### src/rtl/core/csvfs_pkg.sv
// Package for the CSV field splitter: field store sizing, character codes,
// controller states and the command and status structs between the modules.
// Depends on nothing; every other file of the block imports it.
package csvfs_pkg;

   // Field store sizing.
   localparam int FIELD_BYTES = 64;
   localparam int ADDR_W      = $clog2(FIELD_BYTES);
   localparam int LEN_W       = $clog2(FIELD_BYTES + 1);

   // Character codes.
   localparam logic [7:0] QUOTE_CHAR  = 8'h22;
   localparam logic [7:0] DELIM_RESET = 8'd44;
   localparam logic [7:0] SPACE_CHAR  = 8'h20;
   localparam logic [7:0] TAB_CHAR    = 8'h09;
   localparam logic [7:0] CR_CHAR     = 8'h0D;

   // Parser mode within one field.
   typedef enum logic [1:0] {
      MODE_START    = 2'd0,
      MODE_UNQUOTED = 2'd1,
      MODE_QUOTED   = 2'd2
   } mode_type;

   // Controller states.
   typedef enum logic [3:0] {
      ST_IDLE,
      ST_LONE,
      ST_EMPTY,
      ST_LO_RD,
      ST_LO_CHK,
      ST_HI_RD,
      ST_HI_CHK,
      ST_STRIP,
      ST_EM_RD,
      ST_EM_OUT
   } state_type;

   // Which pointer addresses the field store read.
   typedef enum logic {
      RD_LO,
      RD_HI
   } rd_sel_type;

   // Commands from the controller to the datapath.
   typedef struct packed {
      logic       accept;
      logic       rd_en;
      rd_sel_type rd_sel;
      logic       lo_inc;
      logic       hi_dec;
      logic       strip;
      logic       set_fq;
      logic       set_lq;
      logic       load_byte;
      logic       load_empty;
      logic       empty_lone;
   } cmd_type;

   // Status from the datapath to the controller.
   typedef struct packed {
      logic emit_lone;
      logic do_flush;
      logic eor_empty;
      logic lo_lt_hi;
      logic rd_is_ws;
      logic emit_last;
      logic strip_empty;
      logic out_free;
   } status_type;

   // Whitespace test: space, or tab up to carriage return.
   function automatic logic is_space(input logic [7:0] c);
      return (c == SPACE_CHAR) || ((c >= TAB_CHAR) && (c <= CR_CHAR));
   endfunction

endpackage

### src/rtl/core/csv_field_splitter.sv
// Top level of the CSV field splitter: joins the controller and datapath.
// Depends on csvfs_pkg, csvfs_ctrl and csvfs_datapath.
//
//   Channel  Dir  Carries                                                   Handshake
//   req_*    in   in_byte, end_of_record                                    tvalid & tready
//   rsp_*    out  out_byte, field_last, field_empty, record_last, truncated tvalid & tready
//   csr_*    in   delimiter_char                                            valid & ready
//
// Bytes that end no field are taken one per cycle, save one after a leading delimiter.
// At a field end the store is walked: leading, then trailing bytes are read and tested,
// the quotes checked, each kept byte read and loaded; an empty window loads an empty field.
// Reset is synchronous; it restores the ',' delimiter and clears the parser, not the store.
// A result waits in the output register while input goes on; a stalled rsp_tready holds
// emission, and with it input acceptance, until the pending field has been sent.
module csv_field_splitter (
   input  logic       clock,
   input  logic       reset,
   // in_byte [7:0]
   input  logic [7:0] req_tdata,
   input  logic       req_tlast,
   input  logic       req_tvalid,
   output logic       req_tready,
   // out_byte [7:0]
   output logic [7:0] rsp_tdata,
   output logic       rsp_tlast,
   // field_empty [0], record_last [1], truncated [2]
   output logic [2:0] rsp_tuser,
   output logic       rsp_tvalid,
   input  logic       rsp_tready,
   // delimiter_char [7:0]
   input  logic [7:0] csr_data,
   input  logic       csr_valid,
   output logic       csr_ready
);
   import csvfs_pkg::*;

   cmd_type    cmd;
   status_type status;

   // The delimiter register takes a write in any cycle.
   assign csr_ready = 1'b1;

   // Sequencing of acceptance, trimming and emission.
   csvfs_ctrl u_ctrl (
      .clock      (clock),
      .reset      (reset),
      .req_tvalid (req_tvalid),
      .req_tready (req_tready),
      .cmd        (cmd),
      .status     (status)
   );

   // Parser, field store and result register.
   csvfs_datapath u_datapath (
      .clock      (clock),
      .reset      (reset),
      .req_tdata  (req_tdata),
      .req_tlast  (req_tlast),
      .csr_valid  (csr_valid),
      .csr_data   (csr_data),
      .rsp_tready (rsp_tready),
      .rsp_tvalid (rsp_tvalid),
      .rsp_tdata  (rsp_tdata),
      .rsp_tlast  (rsp_tlast),
      .rsp_tuser  (rsp_tuser),
      .cmd        (cmd),
      .status     (status)
   );

endmodule

### src/rtl/core/csvfs_ctrl.sv
// Controller of the CSV field splitter: sequences item acceptance, the trim
// scans over the field store and the emission of each field.
// Depends on csvfs_pkg for the state enum and the command and status structs.
module csvfs_ctrl (
   input  logic                   clock,
   input  logic                   reset,
   input  logic                   req_tvalid,
   output logic                   req_tready,
   output csvfs_pkg::cmd_type     cmd,
   input  csvfs_pkg::status_type  status
);
   import csvfs_pkg::*;

   state_type state_ff, state_in;
   logic      flush_pend_ff, flush_pend_in;

   // State and pending-flush registers.
   always_ff @(posedge clock) begin
      if (reset) begin
         state_ff      <= ST_IDLE;
         flush_pend_ff <= 1'b0;
      end else begin
         state_ff      <= state_in;
         flush_pend_ff <= flush_pend_in;
      end
   end

   // Next state.
   always_comb begin
      state_in      = state_ff;
      flush_pend_in = flush_pend_ff;
      unique case (state_ff)
         ST_IDLE: begin
            if (req_tvalid) begin
               flush_pend_in = status.do_flush;
               priority if (status.emit_lone) state_in = ST_LONE;
               else if (status.do_flush)      state_in = ST_LO_RD;
               else if (status.eor_empty)     state_in = ST_EMPTY;
               else                           state_in = ST_IDLE;
            end
         end
         ST_LONE: begin
            if (status.out_free) state_in = flush_pend_ff ? ST_LO_RD : ST_IDLE;
         end
         ST_EMPTY: begin
            if (status.out_free) state_in = ST_IDLE;
         end
         ST_LO_RD: begin
            state_in = status.lo_lt_hi ? ST_LO_CHK : ST_EMPTY;
         end
         ST_LO_CHK: begin
            state_in = status.rd_is_ws ? ST_LO_RD : ST_HI_RD;
         end
         ST_HI_RD: begin
            state_in = ST_HI_CHK;
         end
         ST_HI_CHK: begin
            state_in = status.rd_is_ws ? ST_HI_RD : ST_STRIP;
         end
         ST_STRIP: begin
            state_in = status.strip_empty ? ST_EMPTY : ST_EM_RD;
         end
         ST_EM_RD: begin
            state_in = ST_EM_OUT;
         end
         ST_EM_OUT: begin
            if (status.out_free) state_in = status.emit_last ? ST_IDLE : ST_EM_RD;
         end
         default: state_in = ST_IDLE;
      endcase
   end

   // Commands for the current state.
   always_comb begin
      req_tready = 1'b0;
      cmd        = '0;
      cmd.rd_sel = RD_LO;
      unique case (state_ff)
         ST_IDLE: begin
            req_tready = 1'b1;
            cmd.accept = req_tvalid;
         end
         ST_LONE: begin
            cmd.load_empty = status.out_free;
            cmd.empty_lone = 1'b1;
         end
         ST_EMPTY: begin
            cmd.load_empty = status.out_free;
         end
         ST_LO_RD: begin
            cmd.rd_en = status.lo_lt_hi;
         end
         ST_LO_CHK: begin
            cmd.lo_inc = status.rd_is_ws;
            cmd.set_fq = !status.rd_is_ws;
         end
         ST_HI_RD: begin
            cmd.rd_en  = 1'b1;
            cmd.rd_sel = RD_HI;
         end
         ST_HI_CHK: begin
            cmd.hi_dec = status.rd_is_ws;
            cmd.set_lq = !status.rd_is_ws;
         end
         ST_STRIP: begin
            cmd.strip = 1'b1;
         end
         ST_EM_RD: begin
            cmd.rd_en = 1'b1;
         end
         ST_EM_OUT: begin
            cmd.load_byte = status.out_free;
            cmd.lo_inc    = status.out_free;
         end
         default: cmd = '0;
      endcase
   end

endmodule

### src/rtl/core/csvfs_datapath.sv
// Datapath of the CSV field splitter: parser state, delimiter register,
// field store memory, trim pointers and the result register.
// Depends on csvfs_pkg for sizing, character codes and the command structs.
module csvfs_datapath (
   input  logic                   clock,
   input  logic                   reset,
   input  logic [7:0]             req_tdata,
   input  logic                   req_tlast,
   input  logic                   csr_valid,
   input  logic [7:0]             csr_data,
   input  logic                   rsp_tready,
   output logic                   rsp_tvalid,
   output logic [7:0]             rsp_tdata,
   output logic                   rsp_tlast,
   output logic [2:0]             rsp_tuser,
   input  csvfs_pkg::cmd_type     cmd,
   output csvfs_pkg::status_type  status
);
   import csvfs_pkg::*;

   // Parser state.
   logic [7:0]       delim_ff, delim_in;
   mode_type         mode_ff, mode_in, mode_nx;
   logic             pend_ff, pend_in, pend_nx;
   logic [LEN_W-1:0] len_ff, len_in, len_nx;
   logic             ovf_ff, ovf_in, ovf_nx;
   logic             has_ff, has_in, has_nx;
   logic             eod_ff, eod_in, eod_nx;
   logic             lone_ff, lone_in, lone_nx;

   // Emission state.
   logic [LEN_W-1:0] lo_ff, lo_in, hi_ff, hi_in;
   logic             trunc_ff, trunc_in, rlast_ff, rlast_in;
   logic             fq_ff, fq_in, lq_ff, lq_in;

   // Field store.
   logic [7:0]       field_store [FIELD_BYTES];
   logic [7:0]       rd_data_ff;
   logic [ADDR_W-1:0] rd_addr;

   // Result register.
   logic             out_valid_ff, out_valid_in;
   logic [7:0]       out_byte_ff;
   logic             out_flast_ff, out_empty_ff, out_rlast_ff, out_trunc_ff;

   logic             dec_lone, dec_flush, dec_eor_empty, dec_push, unq_path;
   logic             is_quote, is_delim, store_full;
   logic [LEN_W-1:0] span, lo_p1, hi_m1;
   logic             strip_ok;

   assign is_quote   = (req_tdata == QUOTE_CHAR);
   assign is_delim   = (req_tdata == delim_ff);
   assign store_full = (len_ff == LEN_W'(FIELD_BYTES));

   // Parse decision for the offered item.
   always_comb begin
      mode_nx       = mode_ff;
      pend_nx       = pend_ff;
      len_nx        = len_ff;
      ovf_nx        = ovf_ff;
      has_nx        = has_ff;
      eod_nx        = eod_ff;
      lone_nx       = lone_ff;
      dec_lone      = 1'b0;
      dec_flush     = 1'b0;
      dec_eor_empty = 1'b0;
      dec_push      = 1'b0;
      unq_path      = 1'b0;
      if (req_tlast) begin
         if (has_ff) begin
            if (lone_ff || eod_ff) dec_eor_empty = 1'b1;
            else                   dec_flush     = 1'b1;
         end
         mode_nx = MODE_START;
         pend_nx = 1'b0;
         len_nx  = '0;
         ovf_nx  = 1'b0;
         has_nx  = 1'b0;
         eod_nx  = 1'b0;
         lone_nx = 1'b0;
      end else begin
         has_nx   = 1'b1;
         dec_lone = lone_ff;
         lone_nx  = 1'b0;
         eod_nx   = 1'b0;
         unique case (mode_ff)
            MODE_START: begin
               if (is_quote) begin
                  mode_nx = MODE_QUOTED;
               end else if (is_delim) begin
                  eod_nx = 1'b1;
                  if (!has_ff) lone_nx   = 1'b1;
                  else         dec_flush = 1'b1;
               end else begin
                  dec_push = 1'b1;
                  mode_nx  = MODE_UNQUOTED;
               end
            end
            MODE_QUOTED: begin
               if (pend_ff) begin
                  pend_nx = 1'b0;
                  if (is_quote) dec_push = 1'b1;
                  else          unq_path = 1'b1;
               end else if (is_quote) begin
                  pend_nx = 1'b1;
               end else begin
                  dec_push = 1'b1;
               end
            end
            MODE_UNQUOTED: unq_path = 1'b1;
            default:       unq_path = 1'b1;
         endcase
         // Unquoted handling, also reached after a quoted section closes.
         if (unq_path) begin
            mode_nx = MODE_UNQUOTED;
            if (is_delim) begin
               dec_flush = 1'b1;
               eod_nx    = 1'b1;
            end else begin
               dec_push = 1'b1;
            end
         end
         if (dec_push) begin
            if (store_full) ovf_nx = 1'b1;
            else            len_nx = len_ff + LEN_W'(1);
         end
         // A flushed field is handed to the emission pointers and cleared.
         if (dec_flush) begin
            mode_nx = MODE_START;
            pend_nx = 1'b0;
            len_nx  = '0;
            ovf_nx  = 1'b0;
         end
      end
   end

   // Parser register updates on an accepted transfer.
   always_comb begin
      mode_in  = cmd.accept ? mode_nx : mode_ff;
      pend_in  = cmd.accept ? pend_nx : pend_ff;
      len_in   = cmd.accept ? len_nx  : len_ff;
      ovf_in   = cmd.accept ? ovf_nx  : ovf_ff;
      has_in   = cmd.accept ? has_nx  : has_ff;
      eod_in   = cmd.accept ? eod_nx  : eod_ff;
      lone_in  = cmd.accept ? lone_nx : lone_ff;
      delim_in = csr_valid ? csr_data : delim_ff;
   end

   always_ff @(posedge clock) begin
      if (reset) begin
         delim_ff <= DELIM_RESET;
         mode_ff  <= MODE_START;
         pend_ff  <= 1'b0;
         len_ff   <= '0;
         ovf_ff   <= 1'b0;
         has_ff   <= 1'b0;
         eod_ff   <= 1'b0;
         lone_ff  <= 1'b0;
      end else begin
         delim_ff <= delim_in;
         mode_ff  <= mode_in;
         pend_ff  <= pend_in;
         len_ff   <= len_in;
         ovf_ff   <= ovf_in;
         has_ff   <= has_in;
         eod_ff   <= eod_in;
         lone_ff  <= lone_in;
      end
   end

   // Field store: one write port for parsed bytes, one registered read port.
   assign hi_m1   = hi_ff - LEN_W'(1);
   assign rd_addr = (cmd.rd_sel == RD_HI) ? hi_m1[ADDR_W-1:0] : lo_ff[ADDR_W-1:0];

   always_ff @(posedge clock) begin
      if (cmd.accept && dec_push && !store_full) begin
         field_store[len_ff[ADDR_W-1:0]] <= req_tdata;
      end
      if (cmd.rd_en) begin
         rd_data_ff <= field_store[rd_addr];
      end
   end

   // Trim pointers and per-field flags.
   assign span     = hi_ff - lo_ff;
   assign lo_p1    = lo_ff + LEN_W'(1);
   assign strip_ok = (span >= LEN_W'(2)) && fq_ff && lq_ff;

   always_comb begin
      lo_in    = lo_ff;
      hi_in    = hi_ff;
      trunc_in = trunc_ff;
      rlast_in = rlast_ff;
      fq_in    = fq_ff;
      lq_in    = lq_ff;
      if (cmd.accept) begin
         lo_in    = '0;
         hi_in    = len_ff;
         trunc_in = dec_flush && ovf_ff;
         rlast_in = req_tlast;
      end
      if (cmd.lo_inc) lo_in = lo_p1;
      if (cmd.hi_dec) hi_in = hi_m1;
      if (cmd.strip && strip_ok) begin
         lo_in = lo_p1;
         hi_in = hi_m1;
      end
      if (cmd.set_fq) fq_in = (rd_data_ff == QUOTE_CHAR);
      if (cmd.set_lq) lq_in = (rd_data_ff == QUOTE_CHAR);
   end

   always_ff @(posedge clock) begin
      if (reset) begin
         lo_ff <= '0;
         hi_ff <= '0;
      end else begin
         lo_ff <= lo_in;
         hi_ff <= hi_in;
      end
      trunc_ff <= trunc_in;
      rlast_ff <= rlast_in;
      fq_ff    <= fq_in;
      lq_ff    <= lq_in;
   end

   // Result register: holds one result until its transfer completes.
   assign out_valid_in = (cmd.load_byte || cmd.load_empty) ? 1'b1 :
                         (rsp_tready ? 1'b0 : out_valid_ff);

   always_ff @(posedge clock) begin
      if (reset) begin
         out_valid_ff <= 1'b0;
      end else begin
         out_valid_ff <= out_valid_in;
      end
      if (cmd.load_byte) begin
         out_byte_ff  <= rd_data_ff;
         out_flast_ff <= (lo_p1 == hi_ff);
         out_empty_ff <= 1'b0;
         out_rlast_ff <= rlast_ff && (lo_p1 == hi_ff);
         out_trunc_ff <= trunc_ff;
      end else if (cmd.load_empty) begin
         out_byte_ff  <= 8'h00;
         out_flast_ff <= 1'b1;
         out_empty_ff <= 1'b1;
         out_rlast_ff <= cmd.empty_lone ? 1'b0 : rlast_ff;
         out_trunc_ff <= cmd.empty_lone ? 1'b0 : trunc_ff;
      end
   end

   assign rsp_tvalid = out_valid_ff;
   assign rsp_tdata  = out_byte_ff;
   assign rsp_tlast  = out_flast_ff;
   assign rsp_tuser  = {out_trunc_ff, out_rlast_ff, out_empty_ff};

   // Status to the controller.
   always_comb begin
      status.emit_lone   = dec_lone;
      status.do_flush    = dec_flush;
      status.eor_empty   = dec_eor_empty;
      status.lo_lt_hi    = (lo_ff < hi_ff);
      status.rd_is_ws    = is_space(rd_data_ff);
      status.emit_last   = (lo_p1 == hi_ff);
      status.strip_empty = (span == LEN_W'(2)) && fq_ff && lq_ff;
      status.out_free    = !out_valid_ff || rsp_tready;
   end

   // The trim window never inverts.
   assert property (@(posedge clock) disable iff (reset) lo_ff <= hi_ff)
      else $error("trim window inverted");

   // The fill count never passes the store depth.
   assert property (@(posedge clock) disable iff (reset) len_ff <= LEN_W'(FIELD_BYTES))
      else $error("field length beyond store depth");

   // Bytes are only dropped once the store is full.
   assert property (@(posedge clock) disable iff (reset) ovf_ff |-> store_full)
      else $error("overflow flagged with room left");

   // An empty field is a single result carrying a zero byte.
   assert property (@(posedge clock) disable iff (reset)
      (out_valid_ff && out_empty_ff) |-> (out_flast_ff && (out_byte_ff == 8'h00)))
      else $error("malformed empty field result");

   // The last result of a record also closes its field.
   assert property (@(posedge clock) disable iff (reset)
      (out_valid_ff && out_rlast_ff) |-> out_flast_ff)
      else $error("record end without field end");

endmodule
### config.mk
export PLATFORM = sky130hd
export DESIGN_NAME = csv_field_splitter
export DESIGN_NICKNAME = d
export VERILOG_FILES = /design/src/rtl/core/csvfs_pkg.sv /design/src/rtl/core/csv_field_splitter.sv /design/src/rtl/core/csvfs_ctrl.sv /design/src/rtl/core/csvfs_datapath.sv
export SDC_FILE = /design/constraint.sdc
export NUM_CORES = 1
export LEC_CHECK = 0
export BUFFER_PORTS_ARGS = -buffer_cell sky130_fd_sc_hd__buf_2
export CELL_PAD_IN_SITES_DETAIL_PLACEMENT = 0
export CELL_PAD_IN_SITES_GLOBAL_PLACEMENT = 1
export CORE_ASPECT_RATIO = 1.4
export CORE_MARGIN = 3
export CORE_UTILIZATION = 45
export CTS_BUF_LIST = sky130_fd_sc_hd__clkbuf_8
export CTS_CLUSTER_DIAMETER = 120
export DETAILED_ROUTE_END_ITERATION = 16
export GPL_ROUTABILITY_DRIVEN = 0
export HOLD_SLACK_MARGIN = 0.05
export PLACE_DENSITY_LB_ADDON = 0.1
export SYNTH_ARGS = -nofsm -noshare
export SYNTH_HDL_FRONTEND = slang
export SYNTH_SLANG_ARGS = --single-unit
### constraint.sdc
create_clock -name clock -period 5.8 [get_ports clock]
set_input_delay 0.87 -clock clock [delete_from_list [all_inputs] [get_ports clock]]
set_output_delay 0.87 -clock clock [all_outputs]
set_load 0.02 [all_outputs]
# Word level (Yosys, flattened, before mapping)
# Memory sizes are Yosys's and may differ from the RTL's. A register that Yosys moved wholly into a read port is not among the register bits.
# Index checks and enable logic that the tools add are counted.
# totals
ff_bits	58
ramBits	512
inputBits	22
out_inout_bits	15
n_memories	1
# memory_table
name	words	width	read_ports	rd_ports_with_merged_regs	wr	line_no	source
u_datapath.field_store	64	8	1	1	1	csvfs_datapath.sv:37	logic [7:0] field_store [FIELD_BYTES];
# op_classes
add_sub_neg	4
n_lt_le_gt_ge	4
n_eq_ne	23
muxes	104
n_reduce_logical	35
# ops
cell	n
$mux 7	10
$mux 1	67
$pmux 4 s10	1
$mux 4	8
$eq 8x6->1 const B	3
$mux 2	9
$eq 4x3->1 const B	4
$mux 8	2
$reduce_bool 3->1	5
$add 7x1->7 const B	2
$logic_and 1x1->1	10
$reduce_and 3->1	3
$eq 4x2->1 const B	2
$eq 4x4->1 const B	2
$eq 8x8->1	1
$ge 8x4->1 const B	1
$le 8x4->1 const B	1
$pmux 1 s2	4
$eq 7x2->1 const B	1
$eq 7x7->1	1
$eq 7x7->1 const B	1
$ge 7x2->1 const B	1
$lt 7x7->1	1
$sub 7x1->7 const B	1
18 further kinds	29

# Longest topological paths before layout
# Gate-level depths: netlist (run 1).
# depth
ltp_word	12
ltp_mapped	11

# Modules after synthesis
# From an unflattened synthesis (run 1), not the netlist that was laid out.
# hier_totals
cells_unflattened	1503
area_unflattened_um2	24050.6
# modules_own_cells
module	instances	cells_each	area_per_inst_um2
csvfs_datapath	1	1426	23510.0
csvfs_ctrl	1	75	529.3
csv_field_splitter	1	2	11.3

# Worst setup path after synthesis (run 1)
# OpenSTA, ideal clock, no wires.
# synth_timing
path_kind	in2reg
from	input port req_tdata[0]
to	memory u_datapath.field_store[10][0] (enable)
setup_time_ns	0.371
t_arrival_ns	3.154
setup_slack_ns	2.275
stages	9
n_path_buf	1
path_cell_list	nor4b_1 nand2_1 inv_1 ha_1 nand2_1 a21oi_1 clkbuf_1 nand4_1 nor2_1
# synth_via
elab_chain_cells	12
elab_cells_between_ends	19
cone_classes	eq/ne (2); mux (15); reduce/logical (2)
# synth_lines
item	line_no	source
start: declaration	csv_field_splitter.sv:19	input logic [7:0] req_tdata,
$eq 8x6->1 / $eq 8x8->1 (equally long branches)	csvfs_datapath.sv:51, csvfs_datapath.sv:52	
$mux 1 (on tied branches)	csvfs_datapath.sv:102, csvfs_datapath.sv:104, csvfs_datapath.sv:90	
$mux 1 (on tied branches)	csvfs_datapath.sv:100, csvfs_datapath.sv:88	
$pmux 1 s2	csvfs_datapath.sv:86	unique case (mode_ff)
$mux 1 (on tied branches)	csvfs_datapath.sv:116, csvfs_datapath.sv:69	
$mux 1 *	csvfs_datapath.sv:114	if (unq_path) begin
$mux 1 * (2 in series)	csvfs_datapath.sv:69	if (req_tlast) begin
$logic_and 1x1->1 * (2 in series)	csvfs_datapath.sv:176	if (cmd.accept && dec_push && !store_full) begin
$mux 1 *	csvfs_datapath.sv:176	
$mux 1 (implied by the code) *	csvfs_datapath.sv:177	field_store[len_ff[ADDR_W-1:0]] <= req_tdata;
end: declaration	csvfs_datapath.sv:37	
# Every way passes the cells marked *; elsewhere a longest branch is shown, timed or not. The select of a mux whose other input is x is not followed.

# Worst setup path after layout (run 1)
# layout_timing
from	register u_ctrl.state_ff[3]
to	register u_datapath.rd_data_ff[1] (read register of u_datapath.field_store) (data pin)
# layout_via
elab_chain_cells	3
elab_cells_between_ends	7
cone_classes	eq/ne (3); mux (3); reduce/logical (1)
# layout_lines
item	line_no	source
start: declaration	csvfs_ctrl.sv:14	state_type state_ff, state_in;
start signal: assignment	csvfs_ctrl.sv:23	state_ff <= state_in;
$eq 4x4->1 / $eq 4x3->1 (equally long branches)	csvfs_ctrl.sv:78	unique case (state_ff)
$reduce_or 2->1 (no source line) / $mux 1 (equally long branches)	--	
$pmux 1 s2 / $mux 6 (equally long branches)	csvfs_ctrl.sv:78, csvfs_datapath.sv:173	
end: declaration	csvfs_datapath.sv:38	logic [7:0] rd_data_ff;
# Several ways; a longest one is shown, not always the timed one.
# A chain may end at the register's enable or synchronous reset.

==> results of run 1 <==
worst min-delay path, cell delays in order:
cell and delay, ns:
sky130_fd_sc_hd__buf_2 0.09, sky130_fd_sc_hd__mux2i_1 0.06, sky130_fd_sc_hd__nand2_1 0.05
worst paths after layout:
path	from	end	slack, ns	cells after the start
max	u_ctrl.state_ff[3]	u_datapath.rd_data_ff[1]	1.56	9
min	csr_data[3]	u_datapath.delim_ff[3]	0.42	3
max reg2reg	u_ctrl.state_ff[3]	u_datapath.rd_data_ff[1]	1.56	9
min reg2reg	u_datapath.out_empty_ff	u_datapath.out_empty_ff	0.46	2
report_power, final:
part | internal (mW) | switching, mW | total (mW)
registers | 4.57 | 0.0195 | 4.59
logic | 0.0496 | 0.164 | 0.214
clock network | 1.68 | 1.60 | 3.28
total | 6.30 | 1.79 | 8.08
layer usage:
| layer | vias up | GRT usage [%] |
|---|---|---|
| met5 | - | 0 |
| met4 | 2 | 14.5 |
| met3 | 151 | 3.59 |
| met2 | 430 | 39.4 |
| met1 | 7169 | 27.8 |
| li1 | 6412 | - |
metrics by stage:
step	cells	instance area, µm²	worst slack, ns
CTS	2476	26600	1.64
global placement	2313	24900	1.19
finish	2477	26600	1.56
detailed placement	2313	24900	1.25
floorplan	1622	23900	2.28
global route	2477	26600	1.34
registers in the layout, summed over array words and instances, names as in the netlist, 2 cells and up:
| signal | cells |
|---|---|
| u_ctrl.state_ff | 4 |
| u_datapath.delim_ff | 8 |
| u_datapath.field_store | 512 |
| u_datapath.hi_ff | 7 |
| u_datapath.len_ff | 7 |
| u_datapath.lo_ff | 7 |
| u_datapath.mode_ff | 2 |
| u_datapath.rd_data_ff | 8 |
| u_datapath.rsp_tdata | 8 |
logic make-up (layout without fill, tap and decap cells):
family / count (synthesis) / count (layout) / synth area share [%]
AO/OA/AOI/OAI: 178 / 178 / 5.36
XOR/XNOR: 24 / 24 / 0.911
adder cells (fa/ha/maj): 14 / 14 / 0.764
buffers and inverters: 119 / 266 / 2.25
flip-flops: 578 / 578 / 70.8
multiplexers: 121 / 121 / 8.47
other: 1 / 2 / 0.0157
AND/OR/NAND/NOR: 587 / 587 / 11.4
cells in the mapped netlist, drive strengths merged (12+ instances only):
library cell	number
dfxtp	43
nand3	91
nand2	230
ha	13
o21ai	20
a32oi	38
mux2i	48
xnor2	20
nor2b	12
a22oi	31
and2	12
nand4	59
edfxtp	535
clkbuf	52
mux4	64
inv	24
nor2	122
a21oi	39
buf	43
layout make-up:
| class | instances | share of cell area, % |
|---|---|---|
| antenna | 1 | 0.00939 |
| sequential | 578 | 63.5 |
| multi-input combinational | 925 | 24.4 |
| tap | 707 | 3.32 |
| clock buffer | 90 | 4.65 |
| timing repair buffer | 79 | 2.04 |
| clock inverter | 73 | 1.73 |
| inverter | 24 | 0.338 |
==> run summary, run 1 <==
Entering global routing, the biggest net connects 66 pins. The height of the die was 279 µm. The count of pins over their slew limit was 0; the post-synthesis cell type count was 72. The area share of the largest cell type after synthesis came out at 67.2%. The first global-routing pass estimated 94900 µm of wire.

In this run the remaining antenna-violating nets after routing total 0. On the final layout, the worst hold slack is 0.422 ns. TritonCTS built the clock tree. Worst slew margin relative to its limit: 22.2%. The tools report the nature of the critical path startpoint as a flip-flop. Sequential cells were found to cover 70.8% of the synthesized design area. The multi-input logic area was 0.00650 mm². Max-cap violations in this run came to 0. In the final routed layout, each cell accounts on average for 26.2 µm. The maximum clock path buffer count was 3.

The run finished with clean final reports. The gate family responsible for the most delay along the worst path was multiplexers. Each instance of the synthesized netlist takes up on average 14.7 µm².

For the met2 routed wirelength, the log shows 32700 µm. The largest individual stage delay along the critical path comes from the cell sky130_fd_sc_hd__mux2i_4. In this run the core area contains 99 standard-cell rows. For the count of nets after finishing, the log shows 1732. The number of buffers and inverters on the critical path was 2. The clock drives 578 sinks. Buffers placed on the I/O ports in this run total 35. The post-synthesis cell type with the largest combined area is sky130_fd_sc_hd__edfxtp_1.

The most used flip-flop cell after synthesis is sky130_fd_sc_hd__edfxtp_1. The via count of the first global-routing pass is 14500. Once the clock tree was built, the setup fixing pass inserted 0 buffers. The analysis attributes to cell leakage a power of 8.97 nW. The fraction of the cycle the final worst path needs works out to 73.2%. The core region is 0.0523 mm².

Setup repair after global routing left no endpoint under its margin. The total I/O pin count was 37. Setup TNS: 0 ns.

In the layout the commonest cells are sky130_fd_sc_hd__edfxtp_1, sky130_fd_sc_hd__nand2_1, sky130_fd_sc_hd__nor2_1. Setup violations remaining at the end of the flow were counted as 0. The critical path is of the flip-flop to flip-flop type.

The tools report the cell area after technology mapping as 0.0239 mm². The highest layer used for signal routing was met5. Walking the worst path, the cells encountered are nand4bb_1, mux2i_4, buf_12, buf_12, mux2i_1, a32oi_1, nand4_1, nand4_1, mux2_2.

The logs give 4.66 ns for the signal arrival time at the worst endpoint and 24900 µm for the met1 wire length. The run gives 3 as the depth of the CTS H-tree. Gates resized during post-CTS repair numbered 0. The sequential cells in the finished layout cover a total of 0.0169 mm². For the number of buffers created by CTS, the log shows 88.

The min-delay analysis places its worst path in the category primary input to flip-flop. The clock tree root buffer cell is sky130_fd_sc_hd__clkbuf_8. Of all flip-flops after synthesis, the portion carrying an async set or reset was 0%. Yosys printed 0 warnings.

The total power divided by cell area was 303 mW/mm². The hold violation total from the final report is 0, and the total half-perimeter wirelength after legalization and detailed placement is 42000 µm. Cells fill 51.0% of the core in the end. The run gives 64800 µm as the total wirelength of the detailed-routed design. The smallest clock period supported by the final layout is computed as 4.24 ns. For the area enclosed by the die boundary, the log shows 0.0559 mm². The critical-path maximum fanout was 39. The number of antenna violations at the first check in global routing is 2. The number of detailed-routing iterations run before antenna repair came out at 5. The maximum resistive drop on vdd came out at 0.212 mV. For this block, the via count after detailed routing is 14200.

In this run, post-CTS hold repair placed 0 buffers. Clock latency on the worst-skew pair, taken at its later pin, is 0.68 ns. On the worst path, the slowest cell contributes a delay of 0.89 ns.

Summed over all layers, the global routing overflow is 0. The area growth from synthesis to layout is 11.5%, and the achievable clock frequency is 0.236 GHz. For the pin with the worst max-slew slack, the measured transition is 1.15 ns.

The overall fraction of global-route tracks in use came out at 23.1%. The most common library cell in the layout ignoring fill and taps was sky130_fd_sc_hd__edfxtp_1. The tools report the overall power as 8.08 mW. Detailed routing placed a total of 3110 µm of wire on met3. The clock transition at the registers of the reported paths was 0.06 ns. Clock skew on the completed layout was measured at 0.0314 ns.

The synthesized net count is 1658. After detailed routing, the number of vias per cell comes to 5.72. The post-route netlist has 16.3% of its cells at a drive strength greater than 1. The number of design rule violations left after detail routing came out at 0. The instance count of the mapped netlist is 1622. The layout has 4488 filler cells.

The run gives 45.7% as the starting density of the core. Ranked by total cell area, the synthesized netlist is headed by sky130_fd_sc_hd__edfxtp_1, sky130_fd_sc_hd__mux4_2, sky130_fd_sc_hd__nand2_1. The kind of capture point of the worst setup path is a flip-flop.

The register bit count reported by yosys came out at 578. Yosys mapped a number of flops with a built-in enable equal to 535. The tools report the number of violations reported at the end of detailed-routing iteration 0 as 1114. In this run the horizontal extent of the chip is 201 µm. For the required arrival time at the worst endpoint, the log shows 6.22 ns.
Note: power is estimated with default switching activity, not from simulation.
==> run 2: changes to the inputs <==
Clock period 5.8 ns to 4.23 ns, I/O delays scaled along.
==> run summary, run 2 (synthesis results as in run 1) <==
The tools report the setup-violating endpoint count in the final report as 0 (unchanged). The port buffer count is 35 (unchanged), and the number of antenna violations at the first check in global routing is 2 (unchanged). The part of the total power dissipated in combinational logic is 3.0% (+0.4 points). The run gives 0 (unchanged) as the count of hold-fix buffers inserted at cts. The logs give 0 (unchanged) for the number of nets with antenna violations after detailed routing and 0.0293 ns (-0.00211 ns) for the worst-case clock skew. The cell with the biggest individual delay on the critical path was sky130_fd_sc_hd__and4bb_1.

The critical path starts at u_ctrl.state_ff[2]. The proportion of power drawn by flip-flops and latches came out at 57.5% (+0.8 points). The area growth from synthesis to layout works out to 11.3%.

Classification of the worst-slack hold path: primary input to flip-flop. The via count of the first global-routing pass was 14400 (-0.75%); the depth of the CTS H-tree was 3 (unchanged). The achievable clock frequency was 0.261 GHz (+11%); the total half-perimeter wirelength after legalization and detailed placement was 43300 µm (+3.2%). The sink count of the clock tree came out at 578 (unchanged).

The largest stage delay on the critical path works out to 0.67 ns (-0.22 ns). The transition time at the pin with the least slew margin was 1.05 ns (-0.103 ns). The max-capacitance violation count was 0 (unchanged); the fraction of the cycle the final worst path needs was 90.4% (+17 points). The library cell used most frequently in the layout, excluding fill and tap cells, is sky130_fd_sc_hd__edfxtp_1.

The tools report the fraction of power consumed by the clock network as 39.5% (-1.1 points). The share of post-route cells with drive strength above 1 was 15.9% (-0.42 points). The worst setup path is captured at a flip-flop. The run gives 0 (unchanged) as the hold violation total from the final report. The switching power share of the total is 21.6% (-0.45 points), and the reg-to-reg setup timing slack is 0.41 ns (-1.15 ns).

The total congestion overflow came out at 0 (unchanged). The startpoint identified for the worst hold timing path is csr_data[2]. Final worst hold slack: 0.222 ns (-0.200 ns). The setup fix buffers added after clock tree synthesis was 0 (unchanged); the overall power was 10.9 mW (+35%). Critical-path maximum fanout: 47 (+21%). Walking the worst path, the cells encountered are and4bb_1, mux2i_4, buf_12, buf_4, mux4_2, a22oi_1, nand4_1, mux2_2. The total I/O pin count is 37 (unchanged), and the final core utilization is 50.9% (-0.086 points). In this design, the largest share of critical-path delay is due to multiplexers. The maximum resistive drop on vdd is 0.221 mV (+4.4%), and the total wirelength of the detailed-routed design is 66100 µm (+2.0%). The number of flip-flops under the largest register name is 512 (unchanged). The logs give 14200 (+0.064%) for the via total after detailed routing and 2.36 mW (+32%) for the power spent charging and discharging nets. CTS placed an instance of sky130_fd_sc_hd__clkbuf_8 at the clock tree root. The number of detailed-routing iterations run before antenna repair came out at 5 (unchanged). The run finished with clean final reports.

The quantity of gates resized following cts came out at 0 (unchanged). The maximum clock path buffer count is 3 (unchanged), and the total power divided by cell area is 411 mW/mm² (+35%). For the clock insertion delay at the later pin of the skew report, the log shows 0.66 ns (-0.02 ns). The top cell types in the final layout, fill and taps aside, are sky130_fd_sc_hd__edfxtp_1, sky130_fd_sc_hd__nand2_1, sky130_fd_sc_hd__nor2_1.

The clock transition at the registers of the reported paths was 0.06 ns (about the same). The number of buffers and inverters on the critical path was 2 (unchanged). For the number of buffers created by CTS, the log shows 86 (-2.3%). The logs give 8.56 mW (+36%) for the design internal power and 0.0523 mm² (unchanged) for the area inside the core boundary. The run gives 0.00648 mm² (-0.37%) as the multi-input logic area. Setup repair after global routing left no endpoint under its margin.

The source of the worst register-to-register timing path was u_ctrl.state_ff[2]. The tools report the number of design rule violations left after detail routing as 0 (unchanged). The logs give 23.7% (+0.54 points) for the overall fraction of global-route tracks in use and 4.24 ns (-0.42 ns) for the signal arrival time at the worst endpoint. The height of the die works out to 279 µm (unchanged).

The x dimension of the die came out at 201 µm (unchanged). The per-cell via count in the routed design was 5.75 (+0.47%); the final routed wire length divided by cell count was 26.8 µm (+2.5%). The global-route wire length before repair was 97000 µm (+2.2%).

Area enclosed by the die boundary: 0.0559 mm² (unchanged). The count of pins over their slew limit is 0 (unchanged), and the flip-flop and latch area is 0.0169 mm² (unchanged). The tools report the count of nets after finishing as 1736 (+0.23%). The largest net degree at the start of global routing is 95 (+44%). The setup path with the least slack is of type flip-flop to flip-flop. The logs give 4.64 ns (-1.58 ns) for the required arrival time at the worst endpoint and 8.91 nW (-0.66%) for the leakage power total.

The row count is 99 (unchanged). The post-route minimum period works out to 3.82 ns (-0.419 ns). The logs give 1110 (-0.36%) for the number of violations reported at the end of detailed-routing iteration 0 and 29.7% (+7.5 points) for the worst slew margin relative to its limit. The run gives 4546 (+1.3%) as the count of fill cells added during filler insertion.

TritonCTS built the clock tree. The run gives 45.7% (unchanged) as the starting density of the core. Nature of the critical path startpoint: a flip-flop.
==> run 2: path summary, 6_finish.rpt <==
check	endpoint	depth (start not counted)
worst min register to register	u_datapath.out_empty_ff	2
worst max register to register	u_datapath.rd_data_ff[5]	8
worst min-delay path	u_datapath.delim_ff[2]	3
worst max-delay path	u_datapath.rd_data_ff[5]	8
==> run 2: worst reg2reg max path, stage by stage, from the launching register on <==
cell and delay (ns):
sky130_fd_sc_hd__dfxtp_1 0.64, sky130_fd_sc_hd__and4bb_1 0.67, sky130_fd_sc_hd__mux2i_4 0.35, sky130_fd_sc_hd__buf_12 0.29, sky130_fd_sc_hd__buf_4 0.30, sky130_fd_sc_hd__mux4_2 0.31
sky130_fd_sc_hd__a22oi_1 0.42, sky130_fd_sc_hd__nand4_1 0.28, sky130_fd_sc_hd__mux2_2 0.33
==> run 2: cell type report <==
type,instances,area share (%)
Inverter,24,0.339
Sequential cell,578,63.6
Timing Repair Buffer,85,2.35
Clock buffer,91,4.71
Tap cell,707,3.33
Antenna cell,1,0.00941
Multi-Input combinational cell,925,24.3
Clock inverter,56,1.29
==> run 2: per-layer routing <==
layer | vias to the layer above | track usage [%] | part of all wire (%)
li1 | 6419 | - | -
met1 | 7222 | 28.8 | 39
met2 | 432 | 42.6 | 53
met3 | 100 | 3.34 | 5.1
met4 | 0 | 9.70 | 3.7
met5 | - | 0 | 0
==> run 2: stage by stage <==
step                area (µm²)  TNS, ns  setup slack [ns]  instances
floorplan                23900        0             0.941       1622
global placement         25000  -365.47            -0.833       2318
detailed placement       25000        0             0.385       2319
CTS                      26600        0             0.438       2466
global route             26600        0             0.271       2467
finish                   26600        0             0.406       2467
==> run 2: power groups by stage <==
stage                     combinational [mW]  sequential (mW)  clock (mW)
after floorplan                        0.129             6.40           0
after global placement                 0.326             6.41           0
after detailed placement               0.329             6.41           0
after CTS                              0.330             6.28        4.45
after global routing                   0.346             6.28        4.68
final                                  0.323             6.28        4.32
